===== src/rtl/core/keyboard_scancode_to_ascii_assert.svh =====
// Assertion macros shared by the scan code translator RTL.
// Expects clk and rst_n in the scope of each use.
`ifndef KEYBOARD_SCANCODE_TO_ASCII_ASSERT_SVH
`define KEYBOARD_SCANCODE_TO_ASCII_ASSERT_SVH

// Same-cycle implication.
`define KSA_ASSERT_NOW(label, ante, cons, msg) \
    label: assert property (@(posedge clk) disable iff (!rst_n) (ante) |-> (cons)) \
        else $error(msg);

// Next-cycle implication.
`define KSA_ASSERT_NEXT(label, ante, cons, msg) \
    label: assert property (@(posedge clk) disable iff (!rst_n) (ante) |=> (cons)) \
        else $error(msg);

`endif


===== src/rtl/core/kbd_sc2a_pkg.sv =====
// Package for the scan code set 1 to ASCII translator.
// Holds code constants, the key maps and the translation result type; no dependencies.
package kbd_sc2a_pkg;

    localparam int CODE_W = 8;
    localparam int CHAR_W = 7;

    localparam logic [CODE_W-1:0] SC_LSHIFT_MAKE  = 8'h2A;
    localparam logic [CODE_W-1:0] SC_RSHIFT_MAKE  = 8'h36;
    localparam logic [CODE_W-1:0] SC_LSHIFT_BREAK = 8'hAA;
    localparam logic [CODE_W-1:0] SC_RSHIFT_BREAK = 8'hB6;
    localparam logic [CODE_W-1:0] SC_CAPS_BREAK   = 8'hBA;
    localparam logic [CODE_W-1:0] SC_MAP_FIRST    = 8'h01;
    localparam logic [CODE_W-1:0] SC_MAP_LAST     = 8'h35;
    localparam logic [CODE_W-1:0] SC_SPACE        = 8'h39;
    localparam int                SC_RELEASE_BIT  = 7;

    localparam logic [CHAR_W-1:0] CH_NONE      = 7'h00;
    localparam logic [CHAR_W-1:0] CH_SPACE     = 7'h20;
    localparam logic [CHAR_W-1:0] CH_TILDE     = 7'h7E;
    localparam logic [CHAR_W-1:0] CH_UPPER_A   = 7'h41;
    localparam logic [CHAR_W-1:0] CH_UPPER_Z   = 7'h5A;
    localparam logic [CHAR_W-1:0] CH_LOWER_A   = 7'h61;
    localparam logic [CHAR_W-1:0] CH_LOWER_Z   = 7'h7A;
    localparam logic [CHAR_W-1:0] CH_CASE_BIT  = 7'h20;

    typedef struct packed {
        logic              has_char;
        logic [CHAR_W-1:0] ascii_char;
        logic              echo_flag;
        logic              shift_next;
        logic              caps_next;
    } xlate_t;

    // Unshifted map, indexed by the low six bits of a make code.
    function automatic logic [CHAR_W-1:0] plain_char(input logic [5:0] code);
        logic [CHAR_W-1:0] ch;
        case (code)
            6'h02: ch = 7'h31;
            6'h03: ch = 7'h32;
            6'h04: ch = 7'h33;
            6'h05: ch = 7'h34;
            6'h06: ch = 7'h35;
            6'h07: ch = 7'h36;
            6'h08: ch = 7'h37;
            6'h09: ch = 7'h38;
            6'h0A: ch = 7'h39;
            6'h0B: ch = 7'h30;
            6'h0C: ch = 7'h2D;
            6'h0D: ch = 7'h3D;
            6'h0E: ch = 7'h08;
            6'h0F: ch = 7'h09;
            6'h10: ch = 7'h71;
            6'h11: ch = 7'h77;
            6'h12: ch = 7'h65;
            6'h13: ch = 7'h72;
            6'h14: ch = 7'h74;
            6'h15: ch = 7'h79;
            6'h16: ch = 7'h75;
            6'h17: ch = 7'h69;
            6'h18: ch = 7'h6F;
            6'h19: ch = 7'h70;
            6'h1A: ch = 7'h5B;
            6'h1B: ch = 7'h5D;
            6'h1C: ch = 7'h0A;
            6'h1E: ch = 7'h61;
            6'h1F: ch = 7'h73;
            6'h20: ch = 7'h64;
            6'h21: ch = 7'h66;
            6'h22: ch = 7'h67;
            6'h23: ch = 7'h68;
            6'h24: ch = 7'h6A;
            6'h25: ch = 7'h6B;
            6'h26: ch = 7'h6C;
            6'h27: ch = 7'h3B;
            6'h28: ch = 7'h27;
            6'h29: ch = 7'h60;
            6'h2B: ch = 7'h5C;
            6'h2C: ch = 7'h7A;
            6'h2D: ch = 7'h78;
            6'h2E: ch = 7'h63;
            6'h2F: ch = 7'h76;
            6'h30: ch = 7'h62;
            6'h31: ch = 7'h6E;
            6'h32: ch = 7'h6D;
            6'h33: ch = 7'h2C;
            6'h34: ch = 7'h2E;
            6'h35: ch = 7'h2F;
            default: ch = CH_NONE;
        endcase
        return ch;
    endfunction

    // Shifted map, same indexing.
    function automatic logic [CHAR_W-1:0] shifted_char(input logic [5:0] code);
        logic [CHAR_W-1:0] ch;
        case (code)
            6'h02: ch = 7'h21;
            6'h03: ch = 7'h40;
            6'h04: ch = 7'h23;
            6'h05: ch = 7'h24;
            6'h06: ch = 7'h25;
            6'h07: ch = 7'h5E;
            6'h08: ch = 7'h26;
            6'h09: ch = 7'h2A;
            6'h0A: ch = 7'h28;
            6'h0B: ch = 7'h29;
            6'h0C: ch = 7'h5F;
            6'h0D: ch = 7'h2B;
            6'h0E: ch = 7'h08;
            6'h0F: ch = 7'h09;
            6'h10: ch = 7'h51;
            6'h11: ch = 7'h57;
            6'h12: ch = 7'h45;
            6'h13: ch = 7'h52;
            6'h14: ch = 7'h54;
            6'h15: ch = 7'h59;
            6'h16: ch = 7'h55;
            6'h17: ch = 7'h49;
            6'h18: ch = 7'h4F;
            6'h19: ch = 7'h50;
            6'h1A: ch = 7'h7B;
            6'h1B: ch = 7'h7D;
            6'h1C: ch = 7'h0A;
            6'h1E: ch = 7'h41;
            6'h1F: ch = 7'h53;
            6'h20: ch = 7'h44;
            6'h21: ch = 7'h46;
            6'h22: ch = 7'h47;
            6'h23: ch = 7'h48;
            6'h24: ch = 7'h4A;
            6'h25: ch = 7'h4B;
            6'h26: ch = 7'h4C;
            6'h27: ch = 7'h3A;
            6'h28: ch = 7'h22;
            6'h29: ch = 7'h7E;
            6'h2B: ch = 7'h7C;
            6'h2C: ch = 7'h5A;
            6'h2D: ch = 7'h58;
            6'h2E: ch = 7'h43;
            6'h2F: ch = 7'h56;
            6'h30: ch = 7'h42;
            6'h31: ch = 7'h4E;
            6'h32: ch = 7'h4D;
            6'h33: ch = 7'h3C;
            6'h34: ch = 7'h3E;
            6'h35: ch = 7'h3F;
            default: ch = CH_NONE;
        endcase
        return ch;
    endfunction

endpackage


===== src/rtl/core/kbd_sc2a_code_if.sv =====
// Scan code channel: valid/ready handshake carrying one scan code byte per item.
// Depends on kbd_sc2a_pkg for the code width.
interface kbd_sc2a_code_if;
    logic                              valid;
    logic                              ready;
    logic [kbd_sc2a_pkg::CODE_W-1:0]   scan_code;

    modport source (output valid, output scan_code, input ready);
    modport sink   (input valid, input scan_code, output ready);
endinterface


===== src/rtl/core/kbd_sc2a_char_if.sv =====
// Character channel: valid/ready handshake carrying one ASCII character and echo flag.
// Depends on kbd_sc2a_pkg for the character width.
interface kbd_sc2a_char_if;
    logic                              valid;
    logic                              ready;
    logic [kbd_sc2a_pkg::CHAR_W-1:0]   ascii_char;
    logic                              echo_flag;

    modport source (output valid, output ascii_char, output echo_flag, input ready);
    modport sink   (input valid, input ascii_char, input echo_flag, output ready);
endinterface


===== src/rtl/core/kbd_sc2a_xlate.sv =====
// Combinational scan code translation and shift/caps flag update.
// Depends on kbd_sc2a_pkg (maps, code constants, xlate_t).
module kbd_sc2a_xlate (
    input  logic [kbd_sc2a_pkg::CODE_W-1:0] code,
    input  logic                            shift,
    input  logic                            caps,
    output kbd_sc2a_pkg::xlate_t            result
);

    logic                            release_key;
    logic                            in_map;
    logic [kbd_sc2a_pkg::CHAR_W-1:0] map_ch;
    logic [kbd_sc2a_pkg::CHAR_W-1:0] case_ch;
    logic [kbd_sc2a_pkg::CHAR_W-1:0] ch;
    logic                            is_letter;

    assign release_key = code[kbd_sc2a_pkg::SC_RELEASE_BIT];
    assign in_map      = (code >= kbd_sc2a_pkg::SC_MAP_FIRST)
                         && (code <= kbd_sc2a_pkg::SC_MAP_LAST);

    always_comb
    begin
        if (shift)
        begin
            map_ch = kbd_sc2a_pkg::shifted_char(code[5:0]);
        end
        else
        begin
            map_ch = kbd_sc2a_pkg::plain_char(code[5:0]);
        end
    end

    assign is_letter = ((map_ch >= kbd_sc2a_pkg::CH_LOWER_A) && (map_ch <= kbd_sc2a_pkg::CH_LOWER_Z))
                    || ((map_ch >= kbd_sc2a_pkg::CH_UPPER_A) && (map_ch <= kbd_sc2a_pkg::CH_UPPER_Z));
    assign case_ch   = (caps && is_letter) ? (map_ch ^ kbd_sc2a_pkg::CH_CASE_BIT) : map_ch;

    always_comb
    begin
        if (release_key)
        begin
            ch = kbd_sc2a_pkg::CH_NONE;
        end
        else if (in_map)
        begin
            ch = case_ch;
        end
        else if (code == kbd_sc2a_pkg::SC_SPACE)
        begin
            ch = kbd_sc2a_pkg::CH_SPACE;
        end
        else
        begin
            ch = kbd_sc2a_pkg::CH_NONE;
        end
    end

    always_comb
    begin
        result.ascii_char = ch;
        result.has_char   = (ch != kbd_sc2a_pkg::CH_NONE);
        result.echo_flag  = (ch >= kbd_sc2a_pkg::CH_SPACE) && (ch <= kbd_sc2a_pkg::CH_TILDE);
        result.shift_next = shift;
        result.caps_next  = caps;
        if ((code == kbd_sc2a_pkg::SC_LSHIFT_MAKE) || (code == kbd_sc2a_pkg::SC_RSHIFT_MAKE))
        begin
            result.shift_next = 1'b1;
        end
        else if ((code == kbd_sc2a_pkg::SC_LSHIFT_BREAK)
                 || (code == kbd_sc2a_pkg::SC_RSHIFT_BREAK))
        begin
            result.shift_next = 1'b0;
        end
        else if (code == kbd_sc2a_pkg::SC_CAPS_BREAK)
        begin
            result.caps_next = ~caps;
        end
    end

endmodule


===== src/rtl/core/keyboard_scancode_to_ascii.sv =====
// Top level: scan code set 1 to ASCII translator with shift and caps lock tracking.
// Depends on kbd_sc2a_pkg, kbd_sc2a_code_if, kbd_sc2a_char_if, kbd_sc2a_xlate
// and keyboard_scancode_to_ascii_assert.svh.
//
//   port    dir   item
//   scan    in    scan_code (8b)
//   ascii   out   ascii_char (7b), echo_flag (1b)
//
// One item per cycle sustained while the output is not stalled: input register, table lookup, output register.
// ascii valid rises when a result is loaded from the input into the output register.
// Codes giving no character update the flags and are dropped without a result.
// A stalled output holds its item; the input register still drains no-character items.
// Reset clears both flags and all valid bits.
`include "keyboard_scancode_to_ascii_assert.svh"

module keyboard_scancode_to_ascii (
    input  logic                   clk,
    input  logic                   rst_n,
    kbd_sc2a_code_if.sink          scan,
    kbd_sc2a_char_if.source        ascii
);

    logic                            s1_valid_reg;
    logic                            s1_valid_next;
    logic [kbd_sc2a_pkg::CODE_W-1:0] s1_code_reg;
    logic                            shift_reg;
    logic                            shift_next;
    logic                            caps_reg;
    logic                            caps_next;
    logic                            out_valid_reg;
    logic                            out_valid_next;
    logic [kbd_sc2a_pkg::CHAR_W-1:0] out_char_reg;
    logic                            out_echo_reg;

    kbd_sc2a_pkg::xlate_t            xl;
    logic                            scan_fire;
    logic                            out_free;
    logic                            s1_move;

    kbd_sc2a_xlate u_xlate (
        .code   (s1_code_reg),
        .shift  (shift_reg),
        .caps   (caps_reg),
        .result (xl)
    );

    assign out_free   = !out_valid_reg || ascii.ready;
    assign s1_move    = s1_valid_reg && (out_free || !xl.has_char);
    assign scan.ready = !s1_valid_reg || s1_move;
    assign scan_fire  = scan.valid && scan.ready;

    always_comb
    begin
        if (scan_fire)
        begin
            s1_valid_next = 1'b1;
        end
        else if (s1_move)
        begin
            s1_valid_next = 1'b0;
        end
        else
        begin
            s1_valid_next = s1_valid_reg;
        end

        if (s1_move)
        begin
            shift_next = xl.shift_next;
            caps_next  = xl.caps_next;
        end
        else
        begin
            shift_next = shift_reg;
            caps_next  = caps_reg;
        end

        if (s1_move && xl.has_char)
        begin
            out_valid_next = 1'b1;
        end
        else if (ascii.ready)
        begin
            out_valid_next = 1'b0;
        end
        else
        begin
            out_valid_next = out_valid_reg;
        end
    end

    always_ff @(posedge clk or negedge rst_n)
    begin
        if (!rst_n)
        begin
            s1_valid_reg  <= 1'b0;
            shift_reg     <= 1'b0;
            caps_reg      <= 1'b0;
            out_valid_reg <= 1'b0;
        end
        else
        begin
            s1_valid_reg  <= s1_valid_next;
            shift_reg     <= shift_next;
            caps_reg      <= caps_next;
            out_valid_reg <= out_valid_next;
        end
    end

    always_ff @(posedge clk)
    begin
        if (scan_fire)
        begin
            s1_code_reg <= scan.scan_code;
        end
        if (s1_move && xl.has_char)
        begin
            out_char_reg <= xl.ascii_char;
            out_echo_reg <= xl.echo_flag;
        end
    end

    assign ascii.valid      = out_valid_reg;
    assign ascii.ascii_char = out_char_reg;
    assign ascii.echo_flag  = out_echo_reg;

    `KSA_ASSERT_NEXT(a_accept_loads, scan_fire, s1_valid_reg,
        "accepted item not held in input register")
    `KSA_ASSERT_NOW(a_out_nonzero, out_valid_reg, out_char_reg != kbd_sc2a_pkg::CH_NONE,
        "zero character offered")
    `KSA_ASSERT_NEXT(a_shift_make, s1_move && (s1_code_reg == kbd_sc2a_pkg::SC_LSHIFT_MAKE),
        shift_reg, "shift make did not set shift")
    `KSA_ASSERT_NEXT(a_caps_toggle, s1_move && (s1_code_reg == kbd_sc2a_pkg::SC_CAPS_BREAK),
        caps_reg != $past(caps_reg), "caps release did not toggle")
    `KSA_ASSERT_NEXT(a_caps_hold,
        !(s1_move && (s1_code_reg == kbd_sc2a_pkg::SC_CAPS_BREAK)),
        $stable(caps_reg), "caps changed without caps release")

endmodule

===== src/flat_wrapper.sv =====
// flat-port wrapper written by rule: the top's interface ports become plain ports
module keyboard_scancode_to_ascii_flat 
  (clk, rst_n, scan_valid, scan_scan_code, scan_ready, ascii_valid, ascii_ascii_char, ascii_echo_flag, ascii_ready);
  kbd_sc2a_code_if scan_i ();
  kbd_sc2a_char_if ascii_i ();
  input  logic clk;
  input  logic rst_n;
  input wire logic [$bits(scan_i.valid)-1:0] scan_valid;
  input wire logic [$bits(scan_i.scan_code)-1:0] scan_scan_code;
  output wire logic [$bits(scan_i.ready)-1:0] scan_ready;
  output wire logic [$bits(ascii_i.valid)-1:0] ascii_valid;
  output wire logic [$bits(ascii_i.ascii_char)-1:0] ascii_ascii_char;
  output wire logic [$bits(ascii_i.echo_flag)-1:0] ascii_echo_flag;
  input wire logic [$bits(ascii_i.ready)-1:0] ascii_ready;
  assign scan_i.valid = scan_valid;
  assign scan_i.scan_code = scan_scan_code;
  assign scan_ready = scan_i.ready;
  assign ascii_valid = ascii_i.valid;
  assign ascii_ascii_char = ascii_i.ascii_char;
  assign ascii_echo_flag = ascii_i.echo_flag;
  assign ascii_i.ready = ascii_ready;
  keyboard_scancode_to_ascii u_core (.clk(clk), .rst_n(rst_n), .scan(scan_i), .ascii(ascii_i));
endmodule

===== config.mk =====
export PLATFORM = sky130hd
export DESIGN_NAME = keyboard_scancode_to_ascii_flat
export DESIGN_NICKNAME = d
export VERILOG_FILES = /design/src/rtl/core/kbd_sc2a_pkg.sv /design/src/rtl/core/kbd_sc2a_code_if.sv /design/src/rtl/core/kbd_sc2a_char_if.sv /design/src/rtl/core/kbd_sc2a_xlate.sv /design/src/rtl/core/keyboard_scancode_to_ascii.sv /design/src/flat_wrapper.sv
export VERILOG_INCLUDE_DIRS = /design/src /design/src/rtl/core
export SDC_FILE = /design/constraint.sdc
export NUM_CORES = 1
export LEC_CHECK = 0
export BUFFER_PORTS_ARGS = -buffer_cell sky130_fd_sc_hd__buf_2
export CAP_MARGIN = 30
export CORE_MARGIN = 2
export CORE_UTILIZATION = 55
export DETAILED_ROUTE_END_ITERATION = 12
export GPL_ROUTABILITY_DRIVEN = 1
export PLACE_DENSITY = 0.83
export SETUP_SLACK_MARGIN = 0.5
export SYNTH_ARGS = -nofsm -noshare
export SYNTH_HDL_FRONTEND = slang
export SYNTH_SLANG_ARGS = --single-unit

===== constraint.sdc =====
create_clock -name clk -period 3.3 [get_ports clk]
set_clock_uncertainty 0.1 [all_clocks]
set_input_delay 0.66 -clock clk [delete_from_list [all_inputs] [get_ports clk]]
set_output_delay 0.66 -clock clk [all_outputs]
set_load 0.1 [all_outputs]

==> out/metrics.yaml <==
global_routing:
  grt_overflow: 0
  grt_use_total: 0.329
  grt_pass1_wl_um: 13700
  grt_pass1_vias: 2762
  grt_max_degree: 31
  antenna_found_initial: 0
floorplanning:
  core-area_um2: 4790
  rows: 25
  die_area_um2: 5580
  start_util: 0.575
  ios: 22
  die_h_um: 74.7
  die_w_um: 74.7
critical_path:
  r2r_slack_ns: -0.05
  critPathKind: "register to register"
  path_max_fanout: 7
  critPathLaunchType: "register"
  critPathLaunch: "u_core.shift_reg"
  ff2ff_path_depth: 13
  r2r-start: "u_core.shift_reg"
  arrival_ns: 3.40
  required_ns: 3.35
  end_kind: "register"
timing:
  fmax_ghz: 0.299
  post-route-min-period_ns: 3.35
  finalHoldViolCount: 0
  max_slew_margin: 0.587
  rsz0062_at_grt: "yes"
  setup_viol: 2
  period_share: 1.01
  drv_slew: 0
  worstMarginPinSlew_ns: 0.613
  fin_ws_ns: -0.0491
synth:
  synth_common_cells: "nand2_1 (30), a21oi_1 (23), nor2_1 (22)"
  syn-cell-area_um2: 2750
  synthFlopType: "edfxtp_1"
  yosys.cell_count.top_type: "nand2_1"
  yosys-top-cells-area: "edfxtp_1 (17%), dfxtp_1 (10%), mux2i_1 (6.5%), ha_1 (5.9%), a21oi_1 (4.2%)"
  synth.distinct_cells: 73
  yosysWarnings: 0
  ys_async_sr_fraction: 0.118
  ys_ff_latch: 34
  yosysTopAreaCell: "edfxtp_1"
  ys_seq_area_frac: 0.313
  synth_edf_count: 16
  syn_nets: 342
  syn_area_per_cell_um2: 8.68
  syn_inst: 317
  yosysTopAreaCellShare: 0.175
final_layout:
  nFillCells: 303
  nNetsFinal: 413
  drive_gt1_frac: 0.422
  final_core_util: 0.816
  area_delta_synth_final_pct: 41.9
  finalNonFillerCells: 456
  antenna_cells: 0
routing:
  antenna_left: 0
  drtIter0Drc: 301
  routed_wirelength_um: 9890
  via_per_inst: 6.68
  wire_per_inst_um: 21.7
  first_pass_iters: 7
  vias: 3047
  route.detailed.drc: 0
run_status:
  violations: "negative setup slack"
  status: "complete, but fails checks"
pwr:
  sw_frac_of_total: 0.377
  power_density_nw_per_um2: 374
  p_clk_frac: 0.203
  power.leakage_nw: 1.55
  pwr-share-seq: 0.365
  vdd_ir_drop_max_mv: 0.204
  intPower_w: 0.000910
  power_switching_w: 0.000551
  power_w: 0.00146
  p_comb_frac: 0.432
clock_tree:
  path_clk_slew_ns: 0.07
  clock_latency_ns: 0.29
  cts_num_sinks: 34
  numCtsBuffers: 5
  holdBufCountCts: 0
  cts_tree: "built"
  clockBufferDepth: 2
  cts_root_buf: "clkbuf_8"
  htreeDepth: 2
worst_hold_path:
  min_path_type: "input port to async pin"
placement:
  dp_hpwl_um: 6360
  gp_congestion: 0.999
  dp.cells: 434
  portBuffers: 21
run:
  cap_violations: 0
-- power groups by stage --
stage,registers (W),logic (W),clock network (W)
after detailed placement,0.000539,0.000482,0
after floorplan,0.000561,0.000303,0
after CTS,0.000531,0.000537,0.000298
after global routing,0.000539,0.000659,0.000315
after global placement,0.000536,0.000476,0
final,0.000533,0.000631,0.000296
-- layout make-up --
type / instances / area (um2) / area share
clock inverters: 2 / 8.76 / 0.00224
flip-flops and latches: 34 / 863 / 0.221
clock buffers: 6 / 72.6 / 0.0186
multi-input cells: 252 / 2150 / 0.550
well taps: 67 / 83.8 / 0.0215
repair buffers: 84 / 676 / 0.173
inverters: 11 / 53.8 / 0.0138
-- what timing repair did --
item / 4_1_cts / 5_1_grt
gates resized for setup: 40 / 47
cloned: 0 / 0
pin swaps: 6 / 20
buffers inserted: 6 / 8
endpoints found under the setup margin: 17 / 26
-- placed cells by master, fill, tap and decap left out, drive strengths merged, types with 3 or more instances in the layout --
| cell | count |
|---|---|
| a211oi | 4 |
| a21o | 3 |
| a21oi | 23 |
| a221oi | 6 |
| a31oi | 7 |
| and2 | 4 |
| and3 | 3 |
| buf | 84 |
| clkbuf | 6 |
| dfrtp | 4 |
| dfxtp | 14 |
| edfxtp | 16 |
| ha | 13 |
| inv | 11 |
| mux2 | 6 |
| mux2i | 19 |
| nand2 | 30 |
| nand2b | 8 |
| nand3 | 10 |
| nor2 | 23 |
| nor2b | 5 |
| nor3 | 7 |
| o21ai | 23 |
| o221ai | 6 |
| o31ai | 4 |
| or3 | 3 |
| xnor2 | 3 |
-- metal layers --
metal / wire (um) / up-vias / global-route usage
met5: 0 / - / 0
met4: 581 / 0 / 0.198
met3: 884 / 48 / 0.0388
met2: 4700 / 205 / 0.541
met1: 3720 / 1453 / 0.413
li1: - / 1341 / -
-- kinds of logic after synthesis --
kind of cell / count (synthesis) / share of synthesized area
buffers and inverters: 31 / 0.0541
XOR/XNOR: 5 / 0.0159
multiplexers: 25 / 0.0950
AO/OA/AOI/OAI: 103 / 0.261
AND/OR/NAND/NOR: 106 / 0.202
adder cells (fa/ha/maj): 13 / 0.0591
flip-flops: 34 / 0.313
-- worst max path at each step --
stage / to / slack, ns / cells past startpoint
after floorplan: register / -0.13 / 13
after global placement: register / -0.04 / 12
after detailed placement: register / -0.11 / 12
after CTS: register / 0.05 / 13
after global routing: register / -0.15 / 14
final: register / -0.05 / 13
-- metrics by stage --
stage | area, um2 | hold slack [ns] | TNS (ns) | worst slack (ns)
6_report | 3910 | 0.0637 | -0.0629 | -0.0491
5_1_grt | 3910 | 0.0638 | -1.23 | -0.153
4_1_cts | 3600 | 0.0658 | 0 | 0.0471
3_5_place_dp | 3290 | 0.373 | -0.309 | -0.112
3_3_place_gp | 3290 | 0.374 | -0.0437 | -0.0395
2_1_floorplan | 2850 | 0.264 | -0.831 | -0.131
-- critical path, stage by stage (launching register included) --
cell      delay (ns)
dfrtp_2         0.44
or4_4           0.49
a222oi_1        0.30
buf_4           0.20
o31a_1          0.17
buf_6           0.12
mux2i_4         0.24
buf_6           0.18
buf_6           0.12
ha_4            0.15
buf_6           0.11
a21oi_2         0.05
a221oi_2        0.34
o221ai_1        0.18
(Power assumes the default switching activity.)
